<file path="config.mk">
export PLATFORM = sky130hd
export DESIGN_NAME = psg_front
export DESIGN_NICKNAME = d
export VERILOG_FILES = /design/src/rtl/core/poisson_spike_generator_top_macros.svh /design/src/rtl/core/psg_pkg.sv /design/src/rtl/core/psg_front.sv
export SDC_FILE = /design/constraint.sdc
export NUM_CORES = 1
export LEC_CHECK = 0
export BUFFER_PORTS_ARGS = -buffer_cell sky130_fd_sc_hd__buf_2
export CORE_AREA = 4 4 41 43
export CTS_BUF_LIST = sky130_fd_sc_hd__clkbuf_8
export DETAILED_ROUTE_END_ITERATION = 8
export DIE_AREA = 0 0 45 47
export GPL_ROUTABILITY_DRIVEN = 0
export HOLD_SLACK_MARGIN = 0.12
export PLACE_DENSITY_LB_ADDON = 0.25
export SLEW_MARGIN = 5
export SYNTH_ARGS = -nofsm -noshare
export SYNTH_HDL_FRONTEND = slang
export SYNTH_SLANG_ARGS = --single-unit
</file>
<file path="constraint.sdc">
create_clock -name clock -period 1.4 [get_ports clock]
set_clock_uncertainty 0.05 [all_clocks]
set_input_delay 0.21 -clock clock [delete_from_list [all_inputs] [get_ports clock]]
set_output_delay 0.21 -clock clock [all_outputs]
set_load 0.02 [all_outputs]
</file>
<file path="src/rtl/core/poisson_spike_generator_top_macros.svh">
// Assertion helpers for the core (included by psg_walker)
`ifndef POISSON_SPIKE_GENERATOR_TOP_MACROS_SVH
`define POISSON_SPIKE_GENERATOR_TOP_MACROS_SVH

// same-cycle implication
`define PSG_ASSERT_IMP(lbl, clk, rst, ante, cons, msg) \
   lbl: assert property (@(posedge clk) disable iff (rst) (ante) |-> (cons)) \
      else $error(msg);

// next-cycle implication
`define PSG_ASSERT_NEXT(lbl, clk, rst, ante, cons, msg) \
   lbl: assert property (@(posedge clk) disable iff (rst) (ante) |=> (cons)) \
      else $error(msg);

`endif

</file>
<file path="src/rtl/core/psg_pkg.sv">
package psg_pkg;

   localparam int unsigned NEURONS      = 64;
   localparam int unsigned MT_N         = 624;
   localparam int unsigned MT_M         = 397;
   localparam logic [31:0] MT_INIT_MULT = 32'd1812433253;
   localparam logic [31:0] MT_MATRIX    = 32'h9908b0df;
   localparam logic [31:0] LN2_Q32      = 32'd2977044472;
   localparam logic [31:0] RESET_SEED   = 32'd620349123;
   localparam logic [31:0] RESET_SCALE  = 32'd65536;
   localparam int unsigned TICK_QUEUE_DEPTH = 2;

   // register index on the csr port
   typedef enum logic [1:0] {
      REG_SEED  = 2'd0,
      REG_SCALE = 2'd1,
      REG_RATE0 = 2'd2,
      REG_NEUR  = 2'd3
   } reg_index_type;

   // interval draw request: halves is 1 for the first position, 3 for steps
   typedef struct packed {
      logic       req;
      logic [1:0] halves;
   } draw_req_type;

   typedef struct packed {
      logic        done;
      logic [31:0] step;
   } draw_rsp_type;

   typedef struct packed {
      logic        valid;
      logic [31:0] word;
   } word_rsp_type;

   function automatic logic [31:0] temper(input logic [31:0] x);
      logic [31:0] y;
      y = x ^ (x >> 11);
      y = y ^ ((y << 7) & 32'h9d2c5680);
      y = y ^ ((y << 15) & 32'hefc60000);
      y = y ^ (y >> 18);
      return y;
   endfunction

endpackage

</file>
<file path="src/rtl/core/psg_front.sv">
module psg_front (
   input  logic       clock,
   input  logic       reset,
   input  logic       req_tvalid,
   output logic       req_tready,
   input  logic [7:0] req_tdata,   // [0] tick
   output logic       tick_avail,
   input  logic       tick_pop
);

   localparam int unsigned CW = $clog2(psg_pkg::TICK_QUEUE_DEPTH + 1);

   logic [CW-1:0] cnt_ff, cnt_in;
   logic          push;

   // words with tick low are taken and dropped
   assign req_tready = (cnt_ff != CW'(psg_pkg::TICK_QUEUE_DEPTH));
   assign push       = req_tvalid & req_tready & req_tdata[0];
   assign tick_avail = (cnt_ff != '0);

   always_comb begin
      cnt_in = cnt_ff;
      case ({push, tick_pop})
         2'b10:   cnt_in = cnt_ff + CW'(1);
         2'b01:   cnt_in = cnt_ff - CW'(1);
         default: cnt_in = cnt_ff;
      endcase
   end

   always_ff @(posedge clock) begin
      if (reset) begin
         cnt_ff <= '0;
      end else begin
         cnt_ff <= cnt_in;
      end
   end

endmodule

</file>
### After elaboration in Yosys (flattened, before gate mapping)

Index checks and enable logic that the tools add are counted.
Widths: inputs -> output; s select.

* reduce and logical (&&, ||, !) cells: 2
* add/subtract/negate cells: 2
* equality and inequality tests: 3
* mux-type cells: 1
* bitwise logic cells: 2

Operators by type and width (count)
* $pmux 2 s2: 1
* $reduce_bool 2->1: 2
* $add 2x1->2 const B: 1
* $and 1x1->1: 2
* $eq 2x1->1 const B: 1
* $eq 2x2->1 const B: 1
* $ne 2x2->1 const B: 1
* $sub 2x1->2 const B: 1

* logic and storage cells: 11
* register bits after elaboration: 2

### Depth between registers and ports, before layout

* depth after elaboration: 5
* depth in mapped cells: 6

### Worst setup path after synthesis

No wires, ideal clock.

* kind: flip-flop to flip-flop
* from: register cnt_ff[0]
* to: register cnt_ff[1]
* path slack: -201 ps
* library setup time: 70 ps
* period minus slack after synthesis: 1601 ps
* cell stages (with the launch flop): 6
* path buffers: 0
* data arrival time: 1481 ps
* path through: dfxtp_1 nand2b_1 nand3_1 ha_1 or3_1 a21oi_1

* longest elaborated chain between the ends: 5
* elaborated cells between the ends (all ways): 9
* classes of those cells: 2 x add/sub; 3 x eq/ne; 1 x mux; 2 x bitwise; 1 x reduce/logical

RTL lines
* from (decl): line psg_front.sv:13 `logic [CW-1:0] cnt_ff, cnt_in;`
* from (signal assigned): line psg_front.sv:34 `cnt_ff <= cnt_in;`
* $ne 2x2->1 *: line psg_front.sv:17 `assign req_tready = (cnt_ff != CW'(psg_pkg::TICK_QUEUE_DEPTH));`
* named net req_tready: line psg_front.sv:5 `output logic req_tready,`
* $and 1x1->1 * (2 in series): line psg_front.sv:18 `assign push = req_tvalid & req_tready & req_tdata[0];`
* $eq 2x1->1 / $eq 2x2->1 (equally long branches): line psg_front.sv:23 `case ({push, tick_pop})`
* $pmux 2 s2 / $reduce_bool 2->1 (equally long branches)

The timed path passes the listed nets; every way through them passes the cells marked *.
A chain may end at the register's enable or synchronous reset.

### Final worst setup path

* from: register cnt_ff[0]
* to: register cnt_ff[1]

* longest elaborated chain between the ends: 5
* elaborated cells between the ends (all ways): 9
* classes of those cells: 2 x add/sub; 3 x eq/ne; 1 x mux; 2 x bitwise; 1 x reduce/logical

RTL lines (line)
* $ne 2x2->1: psg_front.sv:17
* $and 1x1->1 (2 in series): psg_front.sv:18
* $eq 2x1->1 / $eq 2x2->1 (equally long branches): psg_front.sv:23
* $pmux 2 s2 / $reduce_bool 2->1 (equally long branches)

Parallel ways exist; a longest one is shown, timed or not.

==> run metrics <==
Worst slew margin 90.2%; Biggest register cnt_ff; H-Tree Depth 1; YS warnings 0; synthesized instance count 12; CP Cell Sequence nand2b_4, nand3_4, ha_4, or3_1, a21oi_1; DR WL/cell 7.87 um; Synth area leader dfxtp_1; met3 global-route usage 2.68%; clock-pin slew on the worst setup and hold paths 0.03 ns; placed cells 34; CP max stage cell or3_1; ys flop type dfxtp_1; post-synthesis register bit count 2; max incr delay on CP 0.34 ns; GR Util met2 3.67%; vias in the first global route 117; Synth-to-Final Area Change 133%; final cell count without fillers 38; Critical Path Sink Type register; initial core utilization 8.27%; via count 121; num ports 14; Slew Limit Fails 0; static leakage 0.104 nW; DP Wirelength 219 um; layout cells sized above 1 69.6%; first-pass GRT wire length 393 um; Synth async-reset ratio 0%; Critical Path Source Type register; Worst EP required 1.48 ns; maximum clock rate 738 MHz; CTS tree done; post-CTS setup buffer count 0; simple-gate portion of the synthesized area 25.6%; net count after synthesis 25; Tmin final 1.35 ns; synthesized area per cell 8.97 sq um; DP Area 180 sq um; CP arrival 1.44 ns; TritonCTS Buffers 3; FF-to-FF setup slack 0.05 ns; Endpoint, Worst Hold cnt_ff[0]$_SDFFE_PP0P_; kind of critical path reg -> reg; GRT overflow 0; final net count 38; share of the synthesized area in the top cell type 37.2%; largest family of logic cells by synthesized area simple AND/OR/NAND/NOR gates; final setup fails 0; Most Crowded Layer GR met4; initial antenna violation count 0; # diodes 0; Chip Width 45 um; CP delay by family, top simple AND/OR/NAND/NOR gates; die area 2120 sq um; outcome complete, no violations; cell row count 13; Root Buffer clkbuf_8; Slew @ Worst Pin 0.146 ns; Synth Area in Adders 11.6%; WL final 299 um; most frequent cell after synthesis dfxtp_1; mux cell area share after synthesis 0%; reg2reg path depth 5; final period utilization 96.7%; post-place setup slack 0.0164 ns; EDFF count, synth 0; number of cells on the critical path 5; peak supply drop 0.000264 V; Design Area, Final 250 sq um; number of fill cells in the layout 154; Compound-Gate Fraction of Synth Area 9.30%; DRC 0; final worst slack 0.0456 ns; GR Util met1 2.26%; Hold Path Origin tick_pop; largest net degree at the start of global routing 5; GRT Overall Usage 3.31%; PD cells 1640 nW/um^2; Buf/Inv on CP 0; Synth area leaders dfxtp_1 (37%), ha_1 (12%), xnor2_1 (8.1%), xor2_1 (8.1%), nand2b_1 (5.8%); die height 47 um; # Max-Cap Violations 0; clk_lat worst skew 0.21 ns; core area 1300 sq um; Netlist cell types 11; worst reg2reg endpoint cnt_ff[1]$_SDFFE_PP0P_; Detail Route Antenna Nets 0; WHS Path Cells 4; 1st-iter DRT viols 2; Max clock buf depth 2; worst hold path class in -> reg; CP max FO 3; Syn Std Cell Area 108 sq um; r2r startpoint cnt_ff[0]$_SDFFE_PP0P_; Detailed Routing Iterations Pass 1 2; xor/xnor share of the synthesized area 16.3%; biggest regs cnt_ff x2; final hold violation count 0; Seq/Total Area, Yosys 37.2%; vias per inst 3.18; CTS Sinks 2; Port Buffers 6; max reg flops 2; RSZ-0062 raised after global routing no; Setup TNS Final 0 ns
where the power goes:
group	switching, mW	total, mW	leakage [nW]	internal [mW]
clock network	0.0413	0.223	0.0216	0.181
logic	0.0519	0.109	0.0656	0.0574
registers	0.00886	0.0792	0.0172	0.0704
worst max path at each step:
stage                      startpoint                      to  slack [ns]
6_report       cnt_ff[0]$_SDFFE_PP0P_  cnt_ff[1]$_SDFFE_PP0P_        0.05
5_1_grt        cnt_ff[0]$_SDFFE_PP0P_  cnt_ff[1]$_SDFFE_PP0P_       0.008
4_1_cts        cnt_ff[0]$_SDFFE_PP0P_  cnt_ff[1]$_SDFFE_PP0P_        0.01
3_5_place_dp   cnt_ff[0]$_SDFFE_PP0P_  cnt_ff[1]$_SDFFE_PP0P_        0.02
3_3_place_gp   cnt_ff[0]$_SDFFE_PP0P_  cnt_ff[1]$_SDFFE_PP0P_        0.05
2_1_floorplan  cnt_ff[0]$_SDFFE_PP0P_  cnt_ff[1]$_SDFFE_PP0P_       -0.01
cell families after synthesis:
logic type | Yosys count
compound gates | 2
xor+xnor | 2
fa+ha+maj | 1
flops | 2
simple gates | 5
tightest hold or removal path, delay by kind of cell:
family	cells	cell delay [ns]
xor gates and xnor gates	1	0.07
adders and majority gates	1	0.13
buffers and inverters	1	0.10
and+or+nand+nor	1	0.07
layer usage:
metal	up-vias	routed length (um)
li1	64	-
met1	48	124
met2	7	118
met3	2	51
met4	0	4
met5	-	0
layout make-up:
| class | count | area, sq um | share of cell area, % |
|---|---|---|---|
| multi-input cells | 10 | 100 | 40.0 |
| repair buffers | 8 | 47.5 | 19.0 |
| flip-flops and latches | 2 | 42.5 | 17.0 |
| clock buffers | 3 | 41.3 | 16.5 |
| well taps | 15 | 18.8 | 7.50 |
metrics by stage:
stage | total power, mW | hold slack [ns] | util, %
global route | 0.434 | 0.390 | 19.2
detailed placement | 0.178 | 0.331 | 13.8
finish | 0.411 | 0.365 | 19.2
floorplan | 0.145 | 0.225 | -
global placement | 0.175 | 0.332 | 13.8
CTS | 0.412 | 0.371 | 17.8
layout by cell type (no fill, tap or decap):
cell / instances
o21ai_0: 1
or3_1: 1
or2_2: 1
a21oi_1: 1
nor2_1: 1
xor2_1: 1
buf_4: 1
dlygate4sd3_1: 1
clkbuf_8: 3
xnor2_1: 1
nand3_4: 1
ha_4: 1
dfxtp_2: 2
buf_2: 6
nand2b_4: 1
repair_timing:
item / in CTS / in global routing
hold buffers: 1 / 0
resized for setup: 0 / 3
setup endpoints to repair: 0 / 1
endpoints found under the hold margin: 2 / 0
No activity file was read; power rests on OpenSTA's default activity.
