## config.mk

```make
export PLATFORM = sky130hd
export DESIGN_NAME = psg_interval
export DESIGN_NICKNAME = d
export VERILOG_FILES = /design/src/rtl/core/poisson_spike_generator_top_macros.svh /design/src/rtl/core/psg_pkg.sv /design/src/rtl/core/psg_interval.sv
export SDC_FILE = /design/constraint.sdc
export NUM_CORES = 2
export LEC_CHECK = 0
export BUFFER_PORTS_ARGS = -buffer_cell sky130_fd_sc_hd__buf_4
export CAP_MARGIN = 0
export CORE_MARGIN = 2
export CORE_UTILIZATION = 62
export CTS_BUF_LIST = sky130_fd_sc_hd__clkbuf_2
export DETAILED_ROUTE_END_ITERATION = 16
export PLACE_DENSITY = 0.87
export SLEW_MARGIN = 20
export SYNTH_ARGS = -nofsm -noshare
export SYNTH_HDL_FRONTEND = slang
export SYNTH_SLANG_ARGS = --single-unit
```

## constraint.sdc

```tcl
create_clock -name clock -period 12.1 [get_ports clock]
set_input_delay 2.42 -clock clock [delete_from_list [all_inputs] [get_ports clock]]
set_output_delay 2.42 -clock clock [all_outputs]
set_load 0.02 [all_outputs]
```

## src/rtl/core/poisson_spike_generator_top_macros.svh

```systemverilog
// Assertion helpers for the core (included by psg_walker)
`ifndef POISSON_SPIKE_GENERATOR_TOP_MACROS_SVH
`define POISSON_SPIKE_GENERATOR_TOP_MACROS_SVH

// same-cycle implication
`define PSG_ASSERT_IMP(lbl, clk, rst, ante, cons, msg) \
   lbl: assert property (@(posedge clk) disable iff (rst) (ante) |-> (cons)) \
      else $error(msg);

// next-cycle implication
`define PSG_ASSERT_NEXT(lbl, clk, rst, ante, cons, msg) \
   lbl: assert property (@(posedge clk) disable iff (rst) (ante) |=> (cons)) \
      else $error(msg);

`endif

```

## src/rtl/core/psg_pkg.sv

```systemverilog
package psg_pkg;

   localparam int unsigned NEURONS      = 64;
   localparam int unsigned MT_N         = 624;
   localparam int unsigned MT_M         = 397;
   localparam logic [31:0] MT_INIT_MULT = 32'd1812433253;
   localparam logic [31:0] MT_MATRIX    = 32'h9908b0df;
   localparam logic [31:0] LN2_Q32      = 32'd2977044472;
   localparam logic [31:0] RESET_SEED   = 32'd620349123;
   localparam logic [31:0] RESET_SCALE  = 32'd65536;
   localparam int unsigned TICK_QUEUE_DEPTH = 2;

   // register index on the csr port
   typedef enum logic [1:0] {
      REG_SEED  = 2'd0,
      REG_SCALE = 2'd1,
      REG_RATE0 = 2'd2,
      REG_NEUR  = 2'd3
   } reg_index_type;

   // interval draw request: halves is 1 for the first position, 3 for steps
   typedef struct packed {
      logic       req;
      logic [1:0] halves;
   } draw_req_type;

   typedef struct packed {
      logic        done;
      logic [31:0] step;
   } draw_rsp_type;

   typedef struct packed {
      logic        valid;
      logic [31:0] word;
   } word_rsp_type;

   function automatic logic [31:0] temper(input logic [31:0] x);
      logic [31:0] y;
      y = x ^ (x >> 11);
      y = y ^ ((y << 7) & 32'h9d2c5680);
      y = y ^ ((y << 15) & 32'hefc60000);
      y = y ^ (y >> 18);
      return y;
   endfunction

endpackage

```

## src/rtl/core/psg_interval.sv

```systemverilog
module psg_interval #(
   parameter int unsigned LOG_FRAC_BITS = 16
) (
   input  logic                    clock,
   input  logic                    reset,
   input  psg_pkg::draw_req_type   draw_req,
   input  logic [31:0]             scale,
   output psg_pkg::draw_rsp_type   draw_rsp,
   output logic                    word_req,
   input  psg_pkg::word_rsp_type   word_rsp
);

   localparam int unsigned F  = LOG_FRAC_BITS;
   localparam int unsigned TW = F + 6;
   localparam int unsigned PW = TW + 32;
   localparam int unsigned KW = $clog2(F);
   localparam logic [TW-1:0] T_FULL = TW'(32) << F;
   localparam logic [KW-1:0] K_LAST = KW'(F - 1);

   typedef enum logic [9:0] {
      I_IDLE  = 10'b0000000001,
      I_FETCH = 10'b0000000010,
      I_NORM  = 10'b0000000100,
      I_SQ    = 10'b0000001000,
      I_SQCHK = 10'b0000010000,
      I_LN    = 10'b0000100000,
      I_LNRND = 10'b0001000000,
      I_SCALE = 10'b0010000000,
      I_SUM   = 10'b0100000000,
      I_DONE  = 10'b1000000000
   } itv_state_type;

   itv_state_type   state_ff, state_in;
   logic [31:0]     m_ff, m_in;
   logic [4:0]      e_ff, e_in;
   logic [F-1:0]    frac_ff, frac_in;
   logic [KW-1:0]   k_ff, k_in;
   logic [63:0]     sq_ff, sq_in;
   logic [PW-1:0]   lnp_ff, lnp_in;
   logic [TW-1:0]   nl_ff, nl_in;
   logic [PW-1:0]   prod_ff, prod_in;
   logic [31:0]     step_ff, step_in;
   logic [1:0]      halves_ff, halves_in;

   logic [32:0]     sq_top;
   logic [PW:0]     ln_round;
   logic [PW:0]     sum_full;

   assign sq_top   = sq_ff[63:31];
   assign ln_round = {1'b0, lnp_ff} + (PW + 1)'(33'h080000000);
   assign sum_full = {1'b0, prod_ff} + ((PW + 1)'(halves_ff) << (F + 15));
   assign draw_rsp = '{done: (state_ff == I_DONE), step: step_ff};
   assign word_req = (state_ff == I_FETCH);

   always_comb begin
      state_in  = state_ff;
      m_in      = m_ff;
      e_in      = e_ff;
      frac_in   = frac_ff;
      k_in      = k_ff;
      sq_in     = sq_ff;
      lnp_in    = lnp_ff;
      nl_in     = nl_ff;
      prod_in   = prod_ff;
      step_in   = step_ff;
      halves_in = halves_ff;
      unique case (state_ff)
         I_IDLE: begin
            if (draw_req.req) begin
               halves_in = draw_req.halves;
               state_in  = I_FETCH;
            end
         end
         I_FETCH: begin
            if (word_rsp.valid) begin
               // zero word counts as one
               m_in     = (word_rsp.word == 32'd0) ? 32'd1 : word_rsp.word;
               e_in     = 5'd31;
               state_in = I_NORM;
            end
         end
         I_NORM: begin
            // one bit per cycle toward the leading one
            if (m_ff[31]) begin
               k_in     = '0;
               frac_in  = '0;
               state_in = I_SQ;
            end else begin
               m_in = m_ff << 1;
               e_in = e_ff - 5'd1;
            end
         end
         I_SQ: begin
            sq_in    = 64'(m_ff) * 64'(m_ff);
            state_in = I_SQCHK;
         end
         I_SQCHK: begin
            frac_in = {frac_ff[F-2:0], sq_top[32]};
            m_in    = sq_top[32] ? sq_top[32:1] : sq_top[31:0];
            k_in    = k_ff + KW'(1);
            state_in = (k_ff == K_LAST) ? I_LN : I_SQ;
         end
         I_LN: begin
            lnp_in   = PW'(T_FULL - TW'({e_ff, frac_ff})) * PW'(psg_pkg::LN2_Q32);
            state_in = I_LNRND;
         end
         I_LNRND: begin
            nl_in    = ln_round[32 +: TW];
            state_in = I_SCALE;
         end
         I_SCALE: begin
            prod_in  = PW'(nl_ff) * PW'(scale);
            state_in = I_SUM;
         end
         I_SUM: begin
            // product stays below 2^32 bins after the shift
            step_in  = 32'(sum_full >> (F + 16));
            state_in = I_DONE;
         end
         I_DONE: begin
            state_in = I_IDLE;
         end
         default: begin
            state_in = I_IDLE;
         end
      endcase
   end

   always_ff @(posedge clock) begin
      if (reset) begin
         state_ff <= I_IDLE;
      end else begin
         state_ff <= state_in;
      end
      m_ff      <= m_in;
      e_ff      <= e_in;
      frac_ff   <= frac_in;
      k_ff      <= k_in;
      sq_ff     <= sq_in;
      lnp_ff    <= lnp_in;
      nl_ff     <= nl_in;
      prod_ff   <= prod_in;
      step_ff   <= step_in;
      halves_ff <= halves_in;
   end

endmodule

```

======== After elaboration in Yosys (flattened, before gate mapping) ========
Cells that the tools add are included.
W data, S select, Z words.
word-level totals
  register bits after elaboration ......... 283
  bits of input ports ..................... 70
  output and inout port bits .............. 34
  word-level logic and storage cells ...... 62
cells by class
  add/sub/neg operators ................... 5
  $mul .................................... 3
  equality and inequality tests ........... 15
  muxes and demuxes ....................... 17
  reductions and logical operators ........ 10
operator list
  kind                      number
  $mux W32                  4
  $pmux W32 S3              1
  $pmux W10 S9              1
  $mul A32 B32 Y64          1
  $add A54 B33 Y55          1
  $add A54 B32 Y54 const B  1
  $mul A22 B32 Y54          1
  $mul A54 B29 Y51 const B  1
  $logic_not A32 Y1         1
  $pmux W16 S2              1
  $mux W10                  3
  $sub A22 B21 Y23 const A  1
  $mux W16                  1
  $eq A10 B1 Y1 const B     1
  $eq A10 B10 Y1 const B    1
  $eq A10 B2 Y1 const B     1
  $eq A10 B3 Y1 const B     1
  $eq A10 B4 Y1 const B     1
  $eq A10 B5 Y1 const B     1
  $eq A10 B6 Y1 const B     1
  $eq A10 B7 Y1 const B     1
  $eq A10 B8 Y1 const B     1
  $eq A10 B9 Y1 const B     1
  $mux W5                   2
  other kinds (13)          20

======== Depth between registers and ports, before layout ========
  depth after elaboration ................. 4
  mapped depth ............................ 34
  depth with buffers taken out ............ 33

======== Worst setup path before layout ========
OpenSTA, ideal clock, no wires.
  path type ............................... input port to flip-flop
  from .................................... in scale[10]
  to ...................................... reg prod_ff[49], data pin
  library setup time ...................... 0.262 ns
  arrival time ............................ 8.808 ns
  data required time ...................... 11.838 ns
  setup slack ............................. 3.031 ns
  cell stages on the path ................. 25
  buffers on the path ..................... 1
  path through ............................ clkbuf_1 -> nand2_1 -> fa_1 -> inv_1 -> fa_1 -> inv_1 -> fa_1 -> fa_1 -> inv_1 -> fa_1 -> fa_1 -> inv_1 -> fa_1 -> inv_1 -> ha_1 -> a21o_1 -> a211oi_1 -> o211ai_1 -> o2bb2ai_1 -> o21a_1 -> o41a_1 -> a221o_1 -> a21oi_2 -> o21ai_1 -> xor2_1
on the way
  cells in the longest elaborated chain, start to end .. 1
RTL lines
  item                    line                 RTL
  start: declaration      psg_interval.sv:7    input logic [31:0] scale,
  $mul A22 B32 Y54        psg_interval.sv:112  prod_in = PW'(nl_ff) * PW'(scale);
  end signal: assignment  psg_interval.sv:142  prod_ff <= prod_in;
  end: declaration        psg_interval.sv:41   logic [PW-1:0] prod_ff, prod_in;
Every way passes these cells.
A chain may end at the register's enable or synchronous reset.

======== Worst setup path after layout ========
  from .................................... reg m_ff[15]
  to ...................................... reg sq_ff[51], data pin
on the way
  cells in the longest elaborated chain, start to end .. 1
RTL lines
  item                      line                 RTL
  start: declaration        psg_interval.sv:34   logic [31:0] m_ff, m_in;
  start signal: assignment  psg_interval.sv:135  m_ff <= m_in;
  $mul A32 B32 Y64          psg_interval.sv:94   sq_in = 64'(m_ff) * 64'(m_ff);
  end signal: assignment    psg_interval.sv:139  sq_ff <= sq_in;
  end: declaration          psg_interval.sv:38   logic [63:0] sq_ff, sq_in;
Every way passes these cells.

==> results.yml <==
global_routing:
  grt_use_met2: 0.5472
  grt_use_met1: 0.4046
  busiest_layer: "met2"
  track_usage: 0.3272
  grt_max_degree: 36
  grtUsageMet3: 0.06967
  first_global_vias: 55870
  antenna_found_initial: 8
  grt_first_pass_wirelength_um: 287600
  grt_overflow_total: 0
critical_path:
  reg2regPathDepth: 24
  crit_buf_inv: 4
  reg2reg_from: "m_ff[15]$_DFFE_PP_"
  crit_arrival_ns: 10.54
  path_cells: "buf_4, clkinv_1, nor2_1, fa_1, fa_1, inv_1, fa_1, inv_1, fa_1, fa_1, fa_1, fa_1, fa_1, ha_1, a21oi_1, nor2_1, nor4_1, o31ai_1, a221oi_1, nand2_1, a221oi_1, o21ai_0, o211ai_1, a21oi_1"
  end_kind: "flip-flop"
  worstSetupPathType: "flip-flop to flip-flop"
  cp_max_fo: 26
  startpoint_type: "flip-flop"
  max_stage_delay_ns: 0.76
  crit_slowest_cell: "clkinv_1"
  cp_common_cell: "fa_1"
  r2r-end: "sq_ff[51]$_DFFE_PP_"
  rrSetupSlack_ns: 2.40
  cp.required_ns: 12.94
  crit_family: "adder cells"
  crit_path_start: "m_ff[15]$_DFFE_PP_"
timing:
  setup_viol_count_final: 0
  fmax_mhz: 103.0
  final.period_utilization: 0.8020
  worstMarginPinSlew_ns: 1.142
  skew_ns: 0.07324
  rsz0062_at_grt: "false"
  maxSlewViolCount: 0
  fin_crit_ns: 9.704
  slew_headroom: 0.2305
  hold_violations: 0
  fin_setup_tns_ns: 0
die:
  die_y_um: 336.1
  row_count: 121
  fp.dieArea_um2: 113000
  core_area_um2: 109200
  initial_utilization: 0.6265
  pin_count: 104
  die_w_um: 336.1
synth:
  ys_seq_area_frac: 0.08328
  synthDistinctLibCells: 77
  async_flop_share: 0
  ys.warnings.count: 0
  synth_top_area_frac: 0.4757
  netlist_area_um2: 68390
  syn_inst: 7072
  synth_most_common_cell: "inv_1"
  ys_ff_latch: 193
  ys_top_cells_by_area: "fa_1, ha_1, inv_1"
  synth_common_cells: "inv_1, fa_1, nand2_1, ha_1, and2_1"
  yosysTopAreaCell: "fa_1"
  dominantRegCellSynth: "edfxtp_1"
  synth_area_per_cell_um2: 9.670
  synth-edff-count: 183
routing:
  drt-total-wl_um: 174200
  initialDrtViolationCount: 3897
  drc: 0
  dr_total_vias: 49140
  antenna_left: 0
  first_pass_iters: 6
  drt-vias-per-instance: 5.780
  wire_per_inst_um: 20.49
status:
  outcome: "finished, final reports clean"
clock_tree:
  cts_tree: "built"
  post_cts_resized: 0
  postCtsHoldBufs: 0
  post_cts_buffers: 0
  cts.path.max_buffers: 2
  cts-root-buf: "clkbuf_2"
  cts.sinks: 193
  cts_buffers: 17
  path_clk_slew_ns: 0.42
  clock_latency_ns: 1.08
  htreeDepth: 4
worst_hold_path:
  hold_start: "lnp_ff[53]$_DFFE_PP_"
  hold_path_depth: 1
  worstHoldEndpoint: "nl_ff[21]$_DFFE_PP_"
  min_path_type: "flip-flop to flip-flop"
final_layout:
  fin_nets: 9439
  filler_cell_count: 8042
  area_delta_synth_final_pct: 3.672
  drive_above_1_share: 0.03375
placement:
  portBuffers: 94
  dp_hpwl_um: 140800
  place_congestion: 0.9584
run:
  drv_cap: 0
[final cells by class]
class / instances / area (um2) / share of cell area
tap: 1476 / 1847 / 0.02605
clock buffer: 17 / 85.08 / 0.001200
inverter: 1919 / 7203 / 0.1016
timing repair buffer: 172 / 1291 / 0.01821
clock inverter: 15 / 234.0 / 0.003300
antenna: 4 / 10.01 / 0.0001412
sequential: 193 / 5695 / 0.08033
multi-input combinational: 4707 / 54530 / 0.7692
[flip-flops by register name (all words and copies together) (netlist names)]
| name | cells |
|---|---|
| lnp_ff | 23 |
| frac_ff | 16 |
| state_ff | 10 |
| nl_ff | 22 |
| k_ff | 4 |
| prod_ff | 23 |
| e_ff | 5 |
| step_ff | 23 |
| sq_ff | 33 |
| halves_ff | 2 |
| m_ff | 32 |
[kinds of logic (layout without fill, tap and decap cells)]
logic type | count (synthesis) | after routing | share of synthesized area
adder cells (fa/ha/maj) | 2359 | 2359 | 0.6100
buffers and inverters | 2180 | 2123 | 0.1201
AND/OR/NAND/NOR | 1640 | 1640 | 0.1120
AO/OA/AOI/OAI | 475 | 475 | 0.04528
flip-flops | 193 | 193 | 0.08328
XOR/XNOR | 191 | 191 | 0.02446
multiplexers | 33 | 33 | 0.004848
other | 1 | 13 | 0.00005483
[worst max path at each step]
stage / depth (start not counted) / slack, ns / to
3_3_place_gp: 27 / 2.16 / prod_ff[52]$_DFFE_PP_
3_5_place_dp: 27 / 2.06 / prod_ff[52]$_DFFE_PP_
5_1_grt: 30 / 1.92 / lnp_ff[52]$_DFFE_PP_
4_1_cts: 30 / 2.43 / lnp_ff[52]$_DFFE_PP_
2_1_floorplan: 25 / 3.03 / prod_ff[49]$_DFFE_PP_
6_report: 24 / 2.40 / sq_ff[51]$_DFFE_PP_
[layout by cell type (no fill, tap or decap), drive strengths merged, types with 7 or more instances in the layout]
cell	synthesis	final
inv	1913	1925
fa	1625	1625
nand2	880	880
ha	734	734
and2	374	374
edfxtp	183	183
buf	10	172
nor2	148	148
xnor2	129	129
a21oi	121	121
o21ai	103	103
a21o	91	91
xor2	62	62
nand3	46	46
nand4	36	36
nor3	33	33
mux2i	32	32
a22oi	32	32
and3	28	28
nor2b	24	24
clkbuf	251	17
nor4	16	16
o21bai	16	16
o21a	15	15
a211oi	15	15
nand2b	14	14
a31oi	13	13
o211ai	13	13
dfxtp	10	10
conb	1	9
a221oi	9	9
clkinv	6	9
nor3b	8	8
or2	7	7
or4	7	7
or3	7	7
[metal layers]
metal  up-vias  routed length, um
li1      20850                  -
met1     24780              61750
met2      2746              84430
met3       765              18280
met4         4               9777
met5         -                 23
[metrics by stage]
step	hold slack [ns]	instance area [um2]	utilization	setup WS (ns)	instances
2_1_floorplan	0.4969	68420	-	3.031	7080
3_3_place_gp	0.5307	70570	0.6465	2.160	8467
3_5_place_dp	0.5389	70570	0.6465	2.058	8467
4_1_cts	0.5925	70890	0.6494	2.435	8499
5_1_grt	0.6063	70900	0.6495	1.920	8501
6_report	0.5967	70900	0.6495	2.396	8503
Power is left out: the tool's default activity adds up to more than one toggle a clock period on the data nets, which glitch-free logic cannot reach.
