`config.mk`:
```
export PLATFORM = sky130hd
export DESIGN_NAME = psg_walker
export DESIGN_NICKNAME = d
export VERILOG_FILES = /design/src/rtl/core/psg_pkg.sv /design/src/rtl/core/psg_walker.sv
export VERILOG_INCLUDE_DIRS = /design/src /design/src/rtl/core
export SDC_FILE = /design/constraint.sdc
export NUM_CORES = 1
export LEC_CHECK = 0
export ABC_AREA = 0
export BUFFER_PORTS_ARGS = -buffer_cell sky130_fd_sc_hd__buf_2
export CORE_ASPECT_RATIO = 1.5
export CORE_MARGIN = 2
export CORE_UTILIZATION = 46
export CTS_CLUSTER_DIAMETER = 30
export DETAILED_ROUTE_END_ITERATION = 6
export GPL_TIMING_DRIVEN = 0
export PLACE_DENSITY = 0.71
export SYNTH_ARGS = -nofsm -noshare
export SYNTH_HDL_FRONTEND = slang
export SYNTH_SLANG_ARGS = --single-unit
```
`constraint.sdc`:
```
create_clock -name clock -period 4 [get_ports clock]
set_input_delay 0.6 -clock clock [delete_from_list [all_inputs] [get_ports clock]]
set_output_delay 0.6 -clock clock [all_outputs]
set_load 0.02 [all_outputs]
```
`src/rtl/core/poisson_spike_generator_top_macros.svh`:
```
// Assertion helpers for the core (included by psg_walker)
`ifndef POISSON_SPIKE_GENERATOR_TOP_MACROS_SVH
`define POISSON_SPIKE_GENERATOR_TOP_MACROS_SVH

// same-cycle implication
`define PSG_ASSERT_IMP(lbl, clk, rst, ante, cons, msg) \
   lbl: assert property (@(posedge clk) disable iff (rst) (ante) |-> (cons)) \
      else $error(msg);

// next-cycle implication
`define PSG_ASSERT_NEXT(lbl, clk, rst, ante, cons, msg) \
   lbl: assert property (@(posedge clk) disable iff (rst) (ante) |=> (cons)) \
      else $error(msg);

`endif

```
`src/rtl/core/psg_pkg.sv`:
```
package psg_pkg;

   localparam int unsigned NEURONS      = 64;
   localparam int unsigned MT_N         = 624;
   localparam int unsigned MT_M         = 397;
   localparam logic [31:0] MT_INIT_MULT = 32'd1812433253;
   localparam logic [31:0] MT_MATRIX    = 32'h9908b0df;
   localparam logic [31:0] LN2_Q32      = 32'd2977044472;
   localparam logic [31:0] RESET_SEED   = 32'd620349123;
   localparam logic [31:0] RESET_SCALE  = 32'd65536;
   localparam int unsigned TICK_QUEUE_DEPTH = 2;

   // register index on the csr port
   typedef enum logic [1:0] {
      REG_SEED  = 2'd0,
      REG_SCALE = 2'd1,
      REG_RATE0 = 2'd2,
      REG_NEUR  = 2'd3
   } reg_index_type;

   // interval draw request: halves is 1 for the first position, 3 for steps
   typedef struct packed {
      logic       req;
      logic [1:0] halves;
   } draw_req_type;

   typedef struct packed {
      logic        done;
      logic [31:0] step;
   } draw_rsp_type;

   typedef struct packed {
      logic        valid;
      logic [31:0] word;
   } word_rsp_type;

   function automatic logic [31:0] temper(input logic [31:0] x);
      logic [31:0] y;
      y = x ^ (x >> 11);
      y = y ^ ((y << 7) & 32'h9d2c5680);
      y = y ^ ((y << 15) & 32'hefc60000);
      y = y ^ (y >> 18);
      return y;
   endfunction

endpackage

```
`src/rtl/core/psg_walker.sv`:
```
`include "poisson_spike_generator_top_macros.svh"

module psg_walker (
   input  logic                    clock,
   input  logic                    reset,
   input  logic                    tick_avail,
   output logic                    tick_pop,
   input  logic                    rate_zero,
   input  logic [6:0]              neurons_in_use,
   input  logic                    redraw_start,
   output psg_pkg::draw_req_type   draw_req,
   input  psg_pkg::draw_rsp_type   draw_rsp,
   output logic                    rsp_tvalid,
   input  logic                    rsp_tready,
   output logic [7:0]              rsp_tdata,  // [5:0] neuron_index
   output logic                    rsp_tuser,  // spike_valid
   output logic                    rsp_tlast   // last_of_tick
);

   typedef enum logic [5:0] {
      W_IDLE   = 6'b000001,
      W_REDRAW = 6'b000010,
      W_CHECK  = 6'b000100,
      W_DRAW   = 6'b001000,
      W_EMIT   = 6'b010000,
      W_EMPTY  = 6'b100000
   } walk_state_type;

   walk_state_type state_ff, state_in;
   logic [31:0]    pos_ff, pos_in;
   logic           redraw_ff, redraw_in;
   logic [6:0]     n_ff, n_in;
   logic           rz_ff, rz_in;
   logic [5:0]     idx_ff, idx_in;
   logic           out_valid_ff, out_valid_in;
   logic [5:0]     out_idx_ff, out_idx_in;
   logic           out_spike_ff, out_spike_in;
   logic           out_last_ff, out_last_in;

   logic           slot_free;
   logic           pos_in_group;
   logic [32:0]    pos_sum;
   logic [6:0]     n_eff;

   assign slot_free    = !out_valid_ff || rsp_tready;
   assign pos_in_group = (pos_ff < {25'd0, n_ff});
   assign pos_sum      = {1'b0, pos_ff} + {1'b0, draw_rsp.step};
   assign n_eff        = (neurons_in_use == 7'd0) ? 7'd1 :
                         (neurons_in_use > 7'(psg_pkg::NEURONS)) ? 7'(psg_pkg::NEURONS) :
                         neurons_in_use;

   assign rsp_tvalid = out_valid_ff;
   assign rsp_tdata  = {2'b00, out_idx_ff};
   assign rsp_tuser  = out_spike_ff;
   assign rsp_tlast  = out_last_ff;

   always_comb begin
      state_in     = state_ff;
      pos_in       = pos_ff;
      redraw_in    = redraw_ff | redraw_start;
      n_in         = n_ff;
      rz_in        = rz_ff;
      idx_in       = idx_ff;
      tick_pop     = 1'b0;
      draw_req     = '{req: 1'b0, halves: 2'd3};
      out_valid_in = out_valid_ff && !rsp_tready;
      out_idx_in   = out_idx_ff;
      out_spike_in = out_spike_ff;
      out_last_in  = out_last_ff;
      unique case (state_ff)
         W_IDLE: begin
            if (redraw_ff) begin
               redraw_in = redraw_start;
               state_in  = W_REDRAW;
            end else if (tick_avail) begin
               tick_pop = 1'b1;
               n_in     = n_eff;
               rz_in    = rate_zero;
               state_in = rate_zero ? W_EMPTY : W_CHECK;
            end
         end
         W_REDRAW: begin
            draw_req = '{req: 1'b1, halves: 2'd1};
            if (draw_rsp.done) begin
               pos_in   = draw_rsp.step;
               state_in = W_IDLE;
            end
         end
         W_CHECK: begin
            if (pos_in_group) begin
               idx_in   = pos_ff[5:0];
               state_in = W_DRAW;
            end else begin
               state_in = W_EMPTY;
            end
         end
         W_DRAW: begin
            draw_req = '{req: 1'b1, halves: 2'd3};
            if (draw_rsp.done) begin
               pos_in   = pos_sum[32] ? 32'hFFFF_FFFF : pos_sum[31:0];
               state_in = W_EMIT;
            end
         end
         W_EMIT: begin
            // the spike held in idx is last once the new position leaves the group
            if (slot_free) begin
               out_valid_in = 1'b1;
               out_idx_in   = idx_ff;
               out_spike_in = 1'b1;
               out_last_in  = !pos_in_group;
               if (pos_in_group) begin
                  idx_in   = pos_ff[5:0];
                  state_in = W_DRAW;
               end else begin
                  pos_in   = pos_ff - {25'd0, n_ff};
                  state_in = W_IDLE;
               end
            end
         end
         W_EMPTY: begin
            if (slot_free) begin
               out_valid_in = 1'b1;
               out_idx_in   = 6'd0;
               out_spike_in = 1'b0;
               out_last_in  = 1'b1;
               if (!rz_ff) begin
                  pos_in = pos_ff - {25'd0, n_ff};
               end
               state_in = W_IDLE;
            end
         end
         default: begin
            state_in = W_IDLE;
         end
      endcase
   end

   always_ff @(posedge clock) begin
      if (reset) begin
         state_ff     <= W_IDLE;
         redraw_ff    <= 1'b1;
         out_valid_ff <= 1'b0;
      end else begin
         state_ff     <= state_in;
         redraw_ff    <= redraw_in;
         out_valid_ff <= out_valid_in;
      end
      pos_ff       <= pos_in;
      n_ff         <= n_in;
      rz_ff        <= rz_in;
      idx_ff       <= idx_in;
      out_idx_ff   <= out_idx_in;
      out_spike_ff <= out_spike_in;
      out_last_ff  <= out_last_in;
   end

   `PSG_ASSERT_IMP(a_empty_is_last, clock, reset, rsp_tvalid && !rsp_tuser, rsp_tlast,
                   "empty word not marked last")
   `PSG_ASSERT_IMP(a_spike_in_group, clock, reset, rsp_tvalid && rsp_tuser,
                   7'(rsp_tdata[5:0]) < n_ff, "spike index outside group")
   `PSG_ASSERT_IMP(a_done_when_asked, clock, reset, draw_rsp.done,
                   state_ff == W_DRAW || state_ff == W_REDRAW, "interval done without request")
   `PSG_ASSERT_NEXT(a_emit_loads_slot, clock, reset, state_ff == W_EMIT && slot_free,
                    rsp_tvalid && rsp_tuser, "spike not presented")

endmodule
```
### Word-level counts from Yosys, hierarchy flattened

Cells that the tools add are included.

* bits in registers: 62
* input bits: 46

* add/sub/neg operators: 2
* equality and inequality tests: 13
* order comparisons: 2
* reduce and logical (&&, ||, !) cells: 16
* bitwise gates (word level): 2
* multiplexer cells: 38

Operator list (number)
* $mux 32: 7
* $pmux 32 s4: 1
* $mux 6: 12
* $pmux 6 s6: 1
* $add 32x32->33: 1
* $lt 32x7->1: 1
* $sub 32x7->32: 1
* $pmux 6 s2: 2
* $ne 2x2->1 const B: 6
* $mux 1: 10
* $gt 7x7->1 const B: 1
* $logic_not 7->1: 1
* $mux 7: 1
* $reduce_and 7->1: 1
* $eq 6x1->1 const B: 1
* $eq 6x2->1 const B: 1
* $eq 6x3->1 const B: 1
* $eq 6x4->1 const B: 1
* $eq 6x5->1 const B: 1
* $eq 6x6->1 const B: 1
* $pmux 3 s2: 1
* $reduce_and 3->1: 2
* $reduce_and 5->1: 1
* $mux 4: 1
* other kinds (11): 16

### Depth between registers and ports, before layout

Gate-level depths: netlist (run 1).

* depth in word-level cells: 4
* gate-level depth with buffers: 12

### Worst setup path after synthesis (run 1)

Ideal clock, no wire load.

* kind: flip-flop to flip-flop
* from: reg pos_ff[0]
* to: reg pos_ff[0], enable pin
* setup time: 0.395 ns
* path slack: 0.882 ns
* buffers on the path: 0
* stages on the path, launching flop included: 12
* data arrival time: 2.723 ns
* period minus slack after synthesis: 3.118 ns
* cells stage by stage: edfxtp_1 inv_1 ha_1 inv_1 fa_1 a211oi_1 o21bai_1 a31oi_1 nand2_1 nor3_1 nand2_1 o311a_1

* word-level cells in the longest chain between the ends: 3

Ends and longest elaborated chain
* from (decl): line psg_walker.sv:30 `logic [31:0] pos_ff, pos_in;`
* from (signal assigned): line psg_walker.sv:148 `pos_ff <= pos_in;`
* $lt 32x7->1: line psg_walker.sv:46 `assign pos_in_group = (pos_ff < {25'd0, n_ff});`
* $ne 2x2->1 (no line)
* $reduce_and 7->1 (no line)

Every way passes these cells.
A chain may end at the register's enable or synchronous reset.

### Final worst setup path (run 1)

* from: reg pos_ff[0]
* to: reg pos_ff[5], enable pin

The elaborated chain is that of the path after synthesis.

==> results.md, run 1 <==
- Status: completed
- DRT Pass-1 Iters: 5
- Pin count of the biggest net entering global routing: 33
- WP data required: 3.97 ns
- Post-DRT Antenna Nets: 0
- Final period util: 0.923
- Pleak: about 2.5 nW
- Synth Register Bits: 62
- Final Hold Fails: 0
- Die area: about 13000 um2
- Synth top area share: 0.298
- Ports: ~60
- Pwr Total: 0.00219 W
- Post-synth cell types: 73
- Maximum clock frequency: around 270 MHz
- Number of global-route vias before repair: around 5000
- Clk sinks: 62
- Main synth FF type: edfxtp_1
- First-pass GRT wire length: roughly 25000 um
- Mapped Avg Cell Area: approximately 8.9 um2
- Most frequent cell after synthesis: nand2_1
- CP peak stage delay: roughly 0.45 ns
- Latest clock arrival within the worst-skew pair: 0.34 ns
- Slowest-stage cell, CP: a31oi_1
- CORE AREA: roughly 12000 um2
- Iter 0 DRT Violations: 340
- Area leader, netlist: edfxtp_1
- Placer congestion estimate: about 0.97
- Hold crit path type: in -> reg
- CTS clk-pin slew, worst paths: 0.05 ns
- ANT cells: 0
- Placed insts: approximately 820
- Crit start category: register
- Post-synthesis async set-or-reset flop share: 0
- Routed vias: 5114
- Synth area leaders: edfxtp_1 (30%), ha_1 (9.0%), xnor2_1 (4.5%), o21ai_0 (4.2%), nand2_1 (4.1%)
- Wire per inst: 19.3 um
- Layout area overhead: 14.5%
- Worst slew pin tran: about 0.96 ns
- Number of synthesized flops with an enable pin: 54
- CTS tree: done
- CTS root buf: clkbuf_16
- Stages on worst setup path: 11
- Critical path buffer and inverter count: 2
- CP most frequent cell: inv_1
- Initial Utilization: 0.471
- Pwr per Cell Area: 352 nW/um2
- RSZ-0062 raised after global routing: no
- # setup viols final: 0
- Chip height: 137 um
- CP Launch Point: pos_ff[0]
- Hold Crit Start: redraw_start
- YS warnings: 0
- Min Hold Slack: 0.450 ns
- Overall global routing resource usage: 0.258
- Port Buf Inserts: 56
- CP Cell Sequence: inv_1 > ha_1 > inv_1 > fa_1 > a211oi_1 > o21bai_1 > a31oi_1 > nand2_2 > nor3_2 > nand2_1 > o311a_2
- Post-synthesis sequential area ratio: 0.328
- Worst reg2reg startpoint: pos_ff[0]
- Routed WL: about 16000 um
- Post-route DRC: 0
- Peak supply drop: 217 uV
- Worst clock skew: about 0.0073 ns
- Non-filler cells, final: around 830
- Number of CTS-inserted buffers: 9
- PostCTS Resize Cnt: 0
- Vias per cell: ~6.1
- Post-CTS setup buffers: 0
- Largest fanout on the critical path: 32
- Grt ovf: 0
- CTS H-tree lvls: 3
- Initial antenna violation count: 0
- Clock Tree Buf Depth: 2
- Syn Std Cell Area: approximately 5400 um2
- Share of cells above drive strength 1: 0.144
- Slew Limit Fails: 0
- Hold_buf cts: 0
- Worst Setup Path Type: reg -> reg
- Worst R2R Path Depth: 11
- Slew HR: 0.361
- Std cell rows: 48
- Arrival time worst endpoint: around 3.7 ns
- Fin nets: 764
- Die width: 92.8 um
- Final HPWL DP: roughly 12000 um
- Post-Synthesis Cells: between 600 and 700
- Synth top cells by count: nand2_1 (60), edfxtp_1 (54), o21ai_0 (46)
- Worst hold path depth: 2
- Delay-heaviest family, CP: compound AO/OA/AOI/OAI gates
- Max cap viols: 0
- Crit end category: register
- Fin crit period: roughly 3.7 ns
## final timing paths
| path | end | slack, ns |
|---|---|---|
| setup / recovery | pos_ff[5] | 0.31 |
| hold / removal | redraw_ff | 0.45 |
| setup reg to reg | pos_ff[5] | 0.31 |
| hold reg to reg | idx_ff[0] | 0.50 |
## layer usage
| metal | wire length [um] | track usage | vias up |
|---|---|---|---|
| met1 | 6130 | 0.285 | 2427 |
| met3 | 860 | 0.0391 | 55 |
| met4 | 786 | 0.154 | 0 |
| met5 | 0 | 0 | - |
| li1 | - | - | 2437 |
| met2 | 8290 | 0.465 | 195 |
## worst reg2reg max path, delay by kind of cell (launching register included)
family | cells | cell delay [ns]
AND/OR/NAND/NOR | 3 | 0.78
flip-flops | 1 | 0.41
adder cells (fa/ha/maj) | 2 | 0.60
AO/OA/AOI/OAI | 4 | 1.36
buffers and inverters | 2 | 0.14
## state kept, by name (all words and copies together) (netlist names)
signal	cells
rsp_tuser	1
out_idx_ff	6
rz_ff	1
n_ff	7
idx_ff	6
pos_ff	32
state_ff	6
rsp_tvalid	1
redraw_ff	1
rsp_tlast	1
## power by group
part / internal (W) / switching, W
Combinational: 0.000234 / 0.000328
Clock: 0.000542 / 0.000301
Sequential: 0.000747 / 0.0000418
## through the flow
| step | TNS (ns) | util | setup slack, ns | cell area [um2] |
|---|---|---|---|---|
| floorplan | 0 | - | 0.882 | 5440 |
| global placement | -7.25 | 0.512 | -0.229 | 5910 |
| detailed placement | 0 | 0.512 | 0.0751 | 5910 |
| CTS | 0 | 0.539 | 0.0936 | 6210 |
| global route | 0 | 0.540 | 0.133 | 6230 |
| finish | 0 | 0.540 | 0.310 | 6230 |
## final cells by class
type                       instances  area (um2)
clock inverter                     5        73.8
timing repair buffer              56         280
inverter                          15        56.3
multi-input combinational        503        3460
fill                            1102        5310
buffer                            30         153
clock buffer                      11         233
tap                              150         188
sequential                        62        1780
## layout by cell type (no fill, tap or decap), types with 10 or more instances in the layout
cell,synthesis,layout
nor2_1,42,42
nand3_1,14,14
a22oi_1,13,13
and3_1,10,10
edfxtp_1,54,54
xnor2_1,28,28
a21oi_1,44,43
and2_1,15,15
o211ai_1,11,11
xor2_1,23,23
nand2_1,60,59
o21ai_0,46,46
or3_1,10,10
ha_1,39,39
buf_2,3,59
inv_1,15,15
a21o_1,17,17
clkbuf_1,19,21
## kinds of logic after synthesis
group	Yosys count	share of synthesized area
AND/OR/NAND/NOR	212	0.206
AO/OA/AOI/OAI	193	0.241
flip-flops	62	0.328
XOR/XNOR	51	0.0822
buffers and inverters	45	0.0384
adder cells (fa/ha/maj)	41	0.0971
multiplexers	3	0.00553
other	2	0.00138
No activity file was read; power rests on OpenSTA's default activity.
==> run 2, diff against run 1 <==
==> constraint.sdc (replaced) <==
create_clock -name clock -period 3.6 [get_ports clock]
set_input_delay 0.54 -clock clock [delete_from_list [all_inputs] [get_ports clock]]
set_output_delay 0.54 -clock clock [all_outputs]
set_load 0.02 [all_outputs]
==> run 2 against run 1 <==
Clock skew grew 0.0011 ns. Global-route usage grew 0.081 points. Non-clock buffer count is the same. Count of clock-buffer cells in the layout is the same. Power grew 11%. Sequential power grew 11%. Core utilization grew 0.30 points. Final area grew 0.56%. Wire length grew 0.19%. Critical path depth shrank 1. Largest cell class unchanged. Largest power group unchanged. Highest routed layer unchanged.
==> results.md, run 2 (same netlist as run 1, synthesis figures left out) <==
- Worst hold path depth: 2 (unchanged)
- Worst Hold Endpoint: redraw_ff (unchanged)
- Crit end category: register (unchanged)
- Layout area overhead: 15.2% (was 14.5%)
- Worst R2R Path Depth: 10 (was 11)
- Chip height: 137 um (unchanged)
- Reg-to-Reg End: pos_ff[22] (was pos_ff[5])
- Biggest regs: pos_ff: 32 flops, n_ff: 7 flops (unchanged)
- Iter 0 DRT Violations: 283 (was 340)
- Slowest-stage cell, CP: a311oi_1 (was a31oi_1)
- Overall global routing resource usage: 0.259 (was 0.258)
- Hold_buf cts: 0 (unchanged)
- Grt ovf: 0 (unchanged)
- Flop2flop setup slack: 0.13 ns (was 0.31 ns)
- Share of cells above drive strength 1: 0.147 (was 0.144)
- Number of CTS-inserted buffers: 9 (unchanged)
- CTS H-tree lvls: 3 (unchanged)
- Routed vias: 5127 (was 5114)
- Slew Limit Fails: 0 (unchanged)
- Clock Tree Buf Depth: 2 (unchanged)
- Clk sinks: 62 (unchanged)
- Worst clock skew: 0.00841 ns (was 0.00730 ns)
- Post-route DRC: 0 (unchanged)
- CORE AREA: 11500 um2 (unchanged)
- Routed WL: 16100 um (about the same)
- Post-DRT Antenna Nets: 0 (unchanged)
- ANT cells: 0 (unchanged)
- Max cap viols: 0 (unchanged)
- Fin nets: 764 (unchanged)
- Place WS: -0.325 ns (was 0.0751 ns)
- Maximum clock frequency: 288 MHz (was 271 MHz)
- Setup ws final: 0.125 ns (was 0.310 ns)
- CP peak stage delay: 0.47 ns (was 0.45 ns)
- DRT Pass-1 Iters: 6 (was 5)
- # setup viols final: 0 (unchanged)
- CP Launch Point: pos_ff[0] (unchanged)
- Hold crit path type: in -> reg (unchanged)
- Placer congestion estimate: 0.970 (unchanged)
- Hold Crit Start: redraw_start (unchanged)
- Initial antenna violation count: 0 (unchanged)
- Vias per cell: 6.16 (was 6.15)
- Largest fanout on the critical path: 3 (was 32)
- CTS root buf: clkbuf_16 (unchanged)
- Initial Utilization: 0.471 (unchanged)
- CTS clk-pin slew, worst paths: 0.06 ns (was 0.05 ns)
- Critical path buffer and inverter count: 0 (was 2)
- Min Hold Slack: 0.393 ns (was 0.450 ns)
- Die width: 92.8 um (unchanged)
- Final Hold Fails: 0 (unchanged)
- Delay-heaviest family, CP: compound AO/OA/AOI/OAI gates (unchanged)
- CP most frequent cell: o21ai_0 (was inv_1)
- First-pass GRT wire length: 25000 um (about the same)
- Number of global-route vias before repair: 5028 (was 5001)
- Ports: 61 (unchanged)
- Pwr per Cell Area: 390 nW/um2 (was 352 nW/um2)
- CTS tree: done (unchanged)
- Die area: 12700 um2 (unchanged)
- Pleak: 2.50 nW (was 2.48 nW)
- Pin count of the biggest net entering global routing: 33 (unchanged)
- Worst slew pin tran: 0.916 ns (was 0.959 ns)
- Final period util: 0.965 (was 0.923)
- Worst Setup Path Type: reg -> reg (unchanged)
- WP data required: 3.69 ns (was 3.97 ns)
- Worst reg2reg startpoint: pos_ff[0] (unchanged)
- Std cell rows: 48 (unchanged)
- Largest Register: pos_ff (unchanged)
- Largest register FFs: 32 (unchanged)
- Arrival time worst endpoint: 3.56 ns (was 3.66 ns)
- RSZ-0062 raised after global routing: no (unchanged)
- Peak supply drop: 240 uV (was 217 uV)
- Crit start category: register (unchanged)
- Slew HR: 0.384 (was 0.361)
- Latest clock arrival within the worst-skew pair: 0.34 ns (about the same)
- Most frequent cells in the layout: nand2_1 (59), buf_2 (59), edfxtp_1 (54) (unchanged)
- Fin crit period: 3.47 ns (was 3.69 ns)
- Port Buf Inserts: 56 (unchanged)
- Filler cell count: 1094 (was 1102)
- Post-CTS setup buffers: 0 (unchanged)
- CP Cell Sequence: ha_1 > fa_1 > a211oi_1 > o21ai_0 > a41o_1 > a311oi_1 > o21ai_0 > xor2_1 > o21ai_0 > nand2_1 (was inv_1 > ha_1 > inv_1 > fa_1 > a211oi_1 > o21bai_1 > a31oi_1 > nand2_2 > nor3_2 > nand2_1 > o311a_2)
- Final HPWL DP: 11900 um (unchanged)
- Wire per inst: 19.4 um (was 19.3 um)
- Status: completed (unchanged)
run 2: cell counts in the layout (fill, tap and decap cells not counted):
Identical to the previous run, type by type.
run 2: cell type report:
type                    count  area (um2)  share of cell area
well taps                 150         188              0.0300
multi-input cells         503        3500               0.558
inverters                  15        56.3             0.00899
repair buffers             56         280              0.0448
clock inverters             5        73.8              0.0118
flip-flops and latches     62        1780               0.285
clock buffers              11         233              0.0372
plain buffers              30         153              0.0244
run 2: how the worst max path moves through the flow:
stage                 end  slack, ns  cells after the start
6_report       pos_ff[22]       0.13                     10
5_1_grt        pos_ff[16]       0.04                      8
4_1_cts        pos_ff[20]       0.10                     12
3_5_place_dp    pos_ff[7]      -0.32                     11
3_3_place_gp   pos_ff[14]      -0.63                     11
2_1_floorplan   pos_ff[0]       0.48                     11
run 2: timing repair:
| item | 4_1_cts | 5_1_grt |
|---|---|---|
| endpoints found under the hold margin | 0 | 0 |
| resized for setup | 5 | 3 |
| endpoints found under the setup margin | 39 | 3 |
run 2: through the flow:
step	util	cell area [um2]	setup TNS, ns	std cells	power [W]
6_report	0.543	6260	0	832	0.00244
5_1_grt	0.543	6260	0	832	0.00254
4_1_cts	0.541	6240	0	832	0.00243
3_5_place_dp	0.512	5910	-11.87	816	0.00150
3_3_place_gp	0.512	5910	-21.32	816	0.00149
2_1_floorplan	-	5440	0	610	0.00134
run 2: metal layers:
metal | up-vias | share of wire | GRT usage
met3 | 49 | 0.054 | 0.0430
met2 | 179 | 0.52 | 0.466
met1 | 2459 | 0.38 | 0.286
met5 | - | 0 | 0
met4 | 0 | 0.046 | 0.150
li1 | 2440 | - | -
run 2: power breakdown:
group,internal [W],total [W],switching [W],leakage (nW)
clock network,0.000602,0.000931,0.000329,0.151
registers,0.000830,0.000877,0.0000465,0.549
logic,0.000263,0.000632,0.000369,1.80
total,0.00169,0.00244,0.000745,2.50
